## config.mk

```make
export PLATFORM = sky130hd
export DESIGN_NAME = dcnl_walker
export DESIGN_NICKNAME = d
export VERILOG_FILES = /design/src/rtl/core/dns_compressed_name_length_unit_macros.svh /design/src/rtl/core/dcnl_pkg.sv /design/src/rtl/core/dcnl_walker.sv
export SDC_FILE = /design/constraint.sdc
export NUM_CORES = 1
export LEC_CHECK = 0
export ABC_AREA = 1
export BUFFER_PORTS_ARGS = -buffer_cell sky130_fd_sc_hd__buf_2
export CORE_ASPECT_RATIO = 1.75
export CORE_MARGIN = 2
export CORE_UTILIZATION = 40
export CTS_CLUSTER_DIAMETER = 120
export DETAILED_ROUTE_END_ITERATION = 7
export HOLD_SLACK_MARGIN = 0.15
export PLACE_DENSITY_LB_ADDON = 0.1
export SLEW_MARGIN = 20
export SYNTH_ARGS = -nofsm -noshare
export SYNTH_HDL_FRONTEND = slang
export SYNTH_SLANG_ARGS = --single-unit
```

## constraint.sdc

```tcl
create_clock -name clk -period 9.4 [get_ports clk]
set_clock_uncertainty 0.2 [all_clocks]
set_input_delay 0.47 -clock clk [delete_from_list [all_inputs] [get_ports clk]]
set_output_delay 0.47 -clock clk [all_outputs]
set_load 0.02 [all_outputs]
```

## src/rtl/core/dns_compressed_name_length_unit_macros.svh

```systemverilog
// Assertion macros for the DNS compressed-name length unit.
// Included by the top level; expects clk and rst in the including scope.
`ifndef DNS_COMPRESSED_NAME_LENGTH_UNIT_MACROS_SVH
`define DNS_COMPRESSED_NAME_LENGTH_UNIT_MACROS_SVH

// Same-cycle implication, checked out of reset
`define DCNL_ASSERT_NOW(label, ante, cons, msg) \
  label: assert property (@(posedge clk) disable iff (rst) (ante) |-> (cons)) \
    else $error(msg);

// Next-cycle implication, checked out of reset
`define DCNL_ASSERT_NEXT(label, ante, cons, msg) \
  label: assert property (@(posedge clk) disable iff (rst) (ante) |=> (cons)) \
    else $error(msg);

`endif

```

## src/rtl/core/dcnl_pkg.sv

```systemverilog
// Shared types and constants for the DNS compressed-name length unit.
// No dependencies; imported by the walker and the top level.
package dcnl_pkg;

  localparam int MAX_NAME_LEN = 255;

  // Result status codes
  typedef enum logic [2:0] {
    ST_OK        = 3'd0,
    ST_TRUNC     = 3'd1,
    ST_PTR_OOB   = 3'd2,
    ST_LOOP      = 3'd3,
    ST_BAD_LABEL = 3'd4,
    ST_TOO_LONG  = 3'd5
  } status_t;

  // Walker sequencer states
  typedef enum logic [2:0] {
    WK_IDLE,
    WK_FETCH,
    WK_TAG,
    WK_PTR_LO,
    WK_DONE
  } walk_state_t;

  // Measure request from the input side
  typedef struct packed {
    logic        start;
    logic [11:0] offset;
    logic [12:0] packet_length;
  } req_t;

  // One result item
  typedef struct packed {
    status_t     status;
    logic [7:0]  name_length;
    logic [12:0] end_offset;
    logic [12:0] consumed_bytes;
  } res_t;

endpackage

```

## src/rtl/core/dcnl_walker.sv

```systemverilog
// Label walk sequencer: reads the packet store one byte at a time and
// follows compression pointers. Depends on dcnl_pkg.
module dcnl_walker #(
  parameter int PKT_DEPTH    = 4096,
  parameter int MAX_POINTERS = 256,
  parameter int AW           = 12,
  parameter int PW           = 14
) (
  input  logic            clk,
  input  logic            rst,
  input  dcnl_pkg::req_t  req,
  output logic            idle,
  output logic [AW-1:0]   rd_addr,
  input  logic [7:0]      rd_data,
  output logic            res_valid,
  output dcnl_pkg::res_t  res,
  input  logic            res_take
);

  import dcnl_pkg::*;

  localparam int CW = $clog2(MAX_POINTERS + 2);

  walk_state_t   state, state_next;
  logic [PW-1:0] pos, pos_next;
  logic [PW-1:0] limit, limit_next;
  logic [PW-1:0] endpos, endpos_next;
  logic [11:0]   start_off, start_off_next;
  logic [8:0]    len, len_next;
  logic [CW-1:0] ptrs, ptrs_next;
  logic          jumped, jumped_next;
  logic [5:0]    hi, hi_next;
  res_t          res_next;

  logic          fin;
  status_t       fin_status;
  logic [8:0]    len_sum;
  logic [PW-1:0] plen_ext;
  logic [PW-1:0] target;
  logic [PW-1:0] end_pos;

  assign idle      = (state == WK_IDLE);
  assign res_valid = (state == WK_DONE);
  assign rd_addr   = pos[AW-1:0];

  // Hold sequencer state
  always_ff @(posedge clk) begin
    if (rst) begin
      state <= WK_IDLE;
    end else begin
      state <= state_next;
    end
  end

  // Hold walk registers
  always_ff @(posedge clk) begin
    pos       <= pos_next;
    limit     <= limit_next;
    endpos    <= endpos_next;
    start_off <= start_off_next;
    len       <= len_next;
    ptrs      <= ptrs_next;
    jumped    <= jumped_next;
    hi        <= hi_next;
    res       <= res_next;
  end

  // Advance the walk one step
  always_comb begin
    state_next     = state;
    pos_next       = pos;
    limit_next     = limit;
    endpos_next    = endpos;
    start_off_next = start_off;
    len_next       = len;
    ptrs_next      = ptrs;
    jumped_next    = jumped;
    hi_next        = hi;
    res_next       = res;
    fin            = 1'b0;
    fin_status     = ST_OK;
    len_sum        = len + 9'd1 + {1'b0, rd_data};
    plen_ext       = PW'(req.packet_length);
    target         = PW'({hi, rd_data});
    end_pos        = jumped ? endpos : pos;

    case (state)
      WK_IDLE: begin
        if (req.start) begin
          pos_next       = PW'(req.offset);
          limit_next     = (plen_ext > PW'(PKT_DEPTH)) ? PW'(PKT_DEPTH) : plen_ext;
          start_off_next = req.offset;
          len_next       = '0;
          ptrs_next      = '0;
          jumped_next    = 1'b0;
          endpos_next    = '0;
          state_next     = WK_FETCH;
        end
      end
      WK_FETCH: begin
        if (pos >= limit) begin
          fin        = 1'b1;
          fin_status = ST_TRUNC;
        end else begin
          pos_next   = pos + PW'(1);
          state_next = WK_TAG;
        end
      end
      WK_TAG: begin
        if (rd_data[7:6] == 2'b11) begin
          // Pointer: fetch the low byte
          if (pos >= limit) begin
            fin        = 1'b1;
            fin_status = ST_TRUNC;
          end else begin
            hi_next    = rd_data[5:0];
            pos_next   = pos + PW'(1);
            state_next = WK_PTR_LO;
          end
        end else if (rd_data[7:6] != 2'b00) begin
          fin        = 1'b1;
          fin_status = ST_BAD_LABEL;
        end else if (len_sum > 9'(MAX_NAME_LEN)) begin
          fin        = 1'b1;
          fin_status = ST_TOO_LONG;
        end else if (rd_data == 8'd0) begin
          // Terminating zero label
          len_next   = len_sum;
          fin        = 1'b1;
          fin_status = ST_OK;
        end else if ((limit - pos) < PW'(rd_data[5:0])) begin
          fin        = 1'b1;
          fin_status = ST_TRUNC;
        end else begin
          len_next   = len_sum;
          pos_next   = pos + PW'(rd_data[5:0]);
          state_next = WK_FETCH;
        end
      end
      WK_PTR_LO: begin
        if (ptrs > CW'(MAX_POINTERS)) begin
          fin        = 1'b1;
          fin_status = ST_LOOP;
        end else if (target >= limit) begin
          fin        = 1'b1;
          fin_status = ST_PTR_OOB;
        end else begin
          ptrs_next = ptrs + CW'(1);
          if (!jumped) begin
            endpos_next = pos;
            jumped_next = 1'b1;
          end
          pos_next   = target;
          state_next = WK_FETCH;
        end
      end
      WK_DONE: begin
        if (res_take) begin
          state_next = WK_IDLE;
        end
      end
      default: begin
        state_next = WK_IDLE;
      end
    endcase

    // Build the result; error results carry zero fields
    if (fin) begin
      state_next      = WK_DONE;
      res_next.status = fin_status;
      if (fin_status == ST_OK) begin
        res_next.name_length    = len_sum[7:0];
        res_next.end_offset     = end_pos[12:0];
        res_next.consumed_bytes = 13'(end_pos - PW'(start_off));
      end else begin
        res_next.name_length    = '0;
        res_next.end_offset     = '0;
        res_next.consumed_bytes = '0;
      end
    end
  end

endmodule

```

==> metrics.md <==
| Metric | Value |
|---|---|
| Maximum operating frequency | `245 MHz` |
| Residual DRC count | `0` |
| Total CTS buffers | `17` |
| Combinational family with the most area after synthesis | `simple AND/OR/NAND/NOR gates` |
| DIE WIDTH | `111 um` |
| Routed metal-1 wire length | `7.86 mm` |
| Number of antenna violations at the first check in global routing | `0` |
| Post-synthesis sequential area ratio | `0.432` |
| Standard-cell row count | `68` |
| Number of library cell types mapped by synthesis | `48` |
| Hold_sp | `req[11]` |
| Placed Cells | `1,273` |
| Switching part of the total | `0.460` |
| Area added between synthesis and finish | `16.5%` |
| DRC marker count from the first detailed-route iteration | `266` |
| H-tree depth reported by CTS | `4` |
| Asr flop ratio synth | `0` |
| Clock slew at reported path FFs | `0.06 ns` |
| Number of flip-flops and latches in the synthesized netlist | `117` |
| Worst-case hold path end point | `limit[11]` |
| Leakage | `0.00437 uW` |
| Synthesized area | `8060 um^2` |
| # Post-CTS Setup Buffers | `0` |
| Most frequent cells in the layout | `inv_1, nand2_1, nor2_1` |
| Start of the worst register-to-register path | `pos[0]` |
| Num Clock Sinks | `117` |
| Effective utilization at floorplan | `0.408` |
| Commonest non-fill, non-tap cell in the layout | `inv_1` |
| Depth of the most critical reg-to-reg path | `15` |
| Rel. slew slack | `0.358` |
| Largest fanout of any net on the critical path | `37` |
| Met2 layer wire length in the routed design | `11.8 mm` |
| GRT Resource Usage Total | `0.208` |
| Number of max-cap violations | `0` |
| Peak supply drop | `194 uV` |
| Multiplexer share of the synthesized area | `0` |
| Antenna cell count | `0` |
| Average cell area after synthesis | `8.33 um^2` |
| Clock share of power | `0.167` |
| Part of the total power dissipated in combinational logic | `0.551` |
| CTS tree | `built` |
| Number of routed nets with antenna violations | `0` |
| Final Setup Violations | `0` |
| Pwr per Cell Area | `410 nW/um^2` |
| Sum of routed wire length over all layers | `21.4 mm` |
| Net Count, Synth | `1,070` |
| Floorplan die area | `21,300 um^2` |
| Slew at the pin with the worst max-slew slack | `0.963 ns` |
| Area after DPL | `8660 um^2` |
| Number of synthesized flops with an enable pin | `114` |
| Count of final max-slew check failures | `0` |
| Synth Flop Type | `edfxtp_1` |
| Adder-cell share of the synthesized area | `0.106` |
| Arrival time of data at the critical path endpoint | `3.83 ns` |
| Pin count of the biggest net entering global routing | `38` |
| Vertical die dimension | `192 um` |
| Period Utilization, post-route | `0.435` |
| Total power | `3850 uW` |
| Clock insertion delay at the later pin of the skew report | `0.42 ns` |
| Kind of critical path | `flop to flop` |
| Number of standard cells in the final layout excluding fillers | `1,320` |
| Post-synthesis cell count | `967` |
| Area of all placed cells without fillers | `9390 um^2` |
| Total overflow reported by the global router | `0` |
| Setup slack, reg-to-reg | `5.31 ns` |
| FILL cells | `2,009` |
| Met3 WL | `605 um` |
| Number of port buffers | `87` |
| Cell at the root of the clock tree | `clkbuf_16` |
| Vias per cell | `4.97` |
| Final core utilization | `0.475` |
| Highest routed layer | `met4` |
| Post-layout net count | `1,165` |
| Startpoint kind of the worst setup timing path | `flop` |
| Resized Gates After CTS | `0` |
| Number of hold-repair buffers added at the cts stage | `15` |
| CP Capture Type | `flop` |
| Setup repair after global routing missed its margin | `false` |
| Worst hold path type | `input pin to flop` |
| Compound-Gate Fraction of Synth Area | `0.0918` |
| I/O pin count | `88` |
| First-pass GRT wire length | `34.1 mm` |
| Run status | `complete, no violations` |
| Simple logic cell fraction of the synthesized area | `0.224` |
| Vias in the first global route | `6,730` |
| Routability-driven placement congestion ratio | `0.919` |
| Maximum buffer depth of the clock tree | `2` |
| Worst endpoint required time | `9.14 ns` |
| Detailed-placement wirelength estimate | `17.1 mm` |
| Total count of hold-check failures in the final report | `0` |
| Reg-to-Reg End | `res[8]` |
| Yosys warning total | `0` |
| Internal | `2080 uW` |
| Switching power | `1770 uW` |
| Time the worst path needs with I/O delays and setup | `4.09 ns` |
| Share of post-route cells with drive strength above 1 | `0.157` |
| Worst hold path cell count | `3` |
| Detailed Routing Iterations Pass 1 | `5` |
| Core outline area | `19,700 um^2` |
| Total negative slack for setup checks | `0 ns` |
| Sequential power share | `0.282` |
| Routed vias | `6,558` |
| Area share of xor/xnor cells in the synthesized design | `0.0348` |
| Average routed wire per standard cell | `16.2 um` |
## flip-flops by register name, summed over array words and instances, names as in the netlist
signal	flops
res	37
state	3
len	9
pos	14
jumped	1
hi	6
start_off	12
limit	13
endpos	13
ptrs	9
## layer usage
metal	GRT usage	up-vias
li1	-	3347
met1	0.204	2998
met2	0.410	159
met3	0.0334	54
met4	0.115	0
met5	0	-
## power by group through the flow
| stage | Combinational (uW) | Clock [uW] | Sequential, uW |
|---|---|---|---|
| finish | 2120 | 644 | 1080 |
| global route | 2420 | 675 | 1110 |
| CTS | 2150 | 656 | 1090 |
| detailed placement | 2140 | 0 | 1100 |
| global placement | 2130 | 0 | 1090 |
| floorplan | 1540 | 0 | 1150 |
## worst max-delay path, stage by stage, from the launching register on
cell and delay, ns:
edfxtp_1 0.50, ha_1 0.30, fa_1 0.42, inv_1 0.16, nand2_1 0.07, nand2_1 0.11
nand2_1 0.08, xnor2_1 0.13, ha_1 0.28, a21oi_1 0.06, nor2_1 0.08, nor2_1 0.06
nand2_1 0.07, nand2_1 0.08, o21ai_0 0.36, nand2_2 0.63
## cells by family after synthesis
group / Yosys count
AO/OA/AOI/OAI: 128
XOR/XNOR: 32
adder cells (fa/ha/maj): 66
buffers and inverters: 218
flip-flops: 117
AND/OR/NAND/NOR: 406
## final cells by class
cell class	count	area, um^2	area share
clock buffers	21	440	0.0469
clock inverters	11	134	0.0143
inverters	187	702	0.0748
multi-input cells	632	3700	0.394
flip-flops and latches	117	3480	0.371
well taps	245	307	0.0327
repair buffers	107	623	0.0664
## metrics by stage
stage | hold WS (ns) | worst slack, ns
2_1_floorplan | 0.276 | 5.18
3_3_place_gp | 0.326 | 5.41
3_5_place_dp | 0.313 | 5.32
4_1_cts | 0.159 | 5.29
5_1_grt | 0.186 | 4.97
6_report | 0.173 | 5.31
## cell usage after synthesis (3+ instances only)
| library cell | count | area [um^2] |
|---|---|---|
| dfxtp_1 | 3 | 60.1 |
| nor2_1 | 119 | 447 |
| xnor2_1 | 5 | 43.8 |
| nand3_1 | 33 | 165 |
| nand2_2 | 6 | 37.5 |
| a21oi_1 | 52 | 260 |
| nor2_2 | 33 | 206 |
| inv_1 | 186 | 698 |
| o21bai_1 | 5 | 37.5 |
| o21ai_1 | 7 | 35.0 |
| buf_4 | 12 | 90.1 |
| a21o_1 | 3 | 22.5 |
| a31oi_1 | 6 | 37.5 |
| nand2_1 | 166 | 623 |
| edfxtp_1 | 114 | 3420 |
| and2_1 | 3 | 18.8 |
| fa_1 | 4 | 80.1 |
| o221ai_1 | 6 | 52.6 |
| o21ai_0 | 35 | 175 |
| nor3_1 | 14 | 70.1 |
| a41oi_1 | 3 | 26.3 |
| clkbuf_1 | 14 | 52.6 |
| nor4_1 | 4 | 25.0 |
| nand3b_1 | 3 | 22.5 |
| buf_6 | 4 | 45.0 |
| nand4_1 | 18 | 113 |
| ha_1 | 62 | 776 |
| xor2_1 | 27 | 236 |
## how the worst max path moves through the flow
| stage | from | to | slack (ns) | cells after the start |
|---|---|---|---|---|
| floorplan | pos[0] | pos[0] | 5.18 | 16 |
| global placement | pos[2] | res[21] | 5.41 | 15 |
| detailed placement | pos[0] | res[21] | 5.32 | 15 |
| CTS | pos[0] | res[24] | 5.29 | 15 |
| global route | pos[0] | res[24] | 4.97 | 15 |
| finish | pos[0] | res[8] | 5.31 | 15 |
No activity file was read; power rests on OpenSTA's default activity.
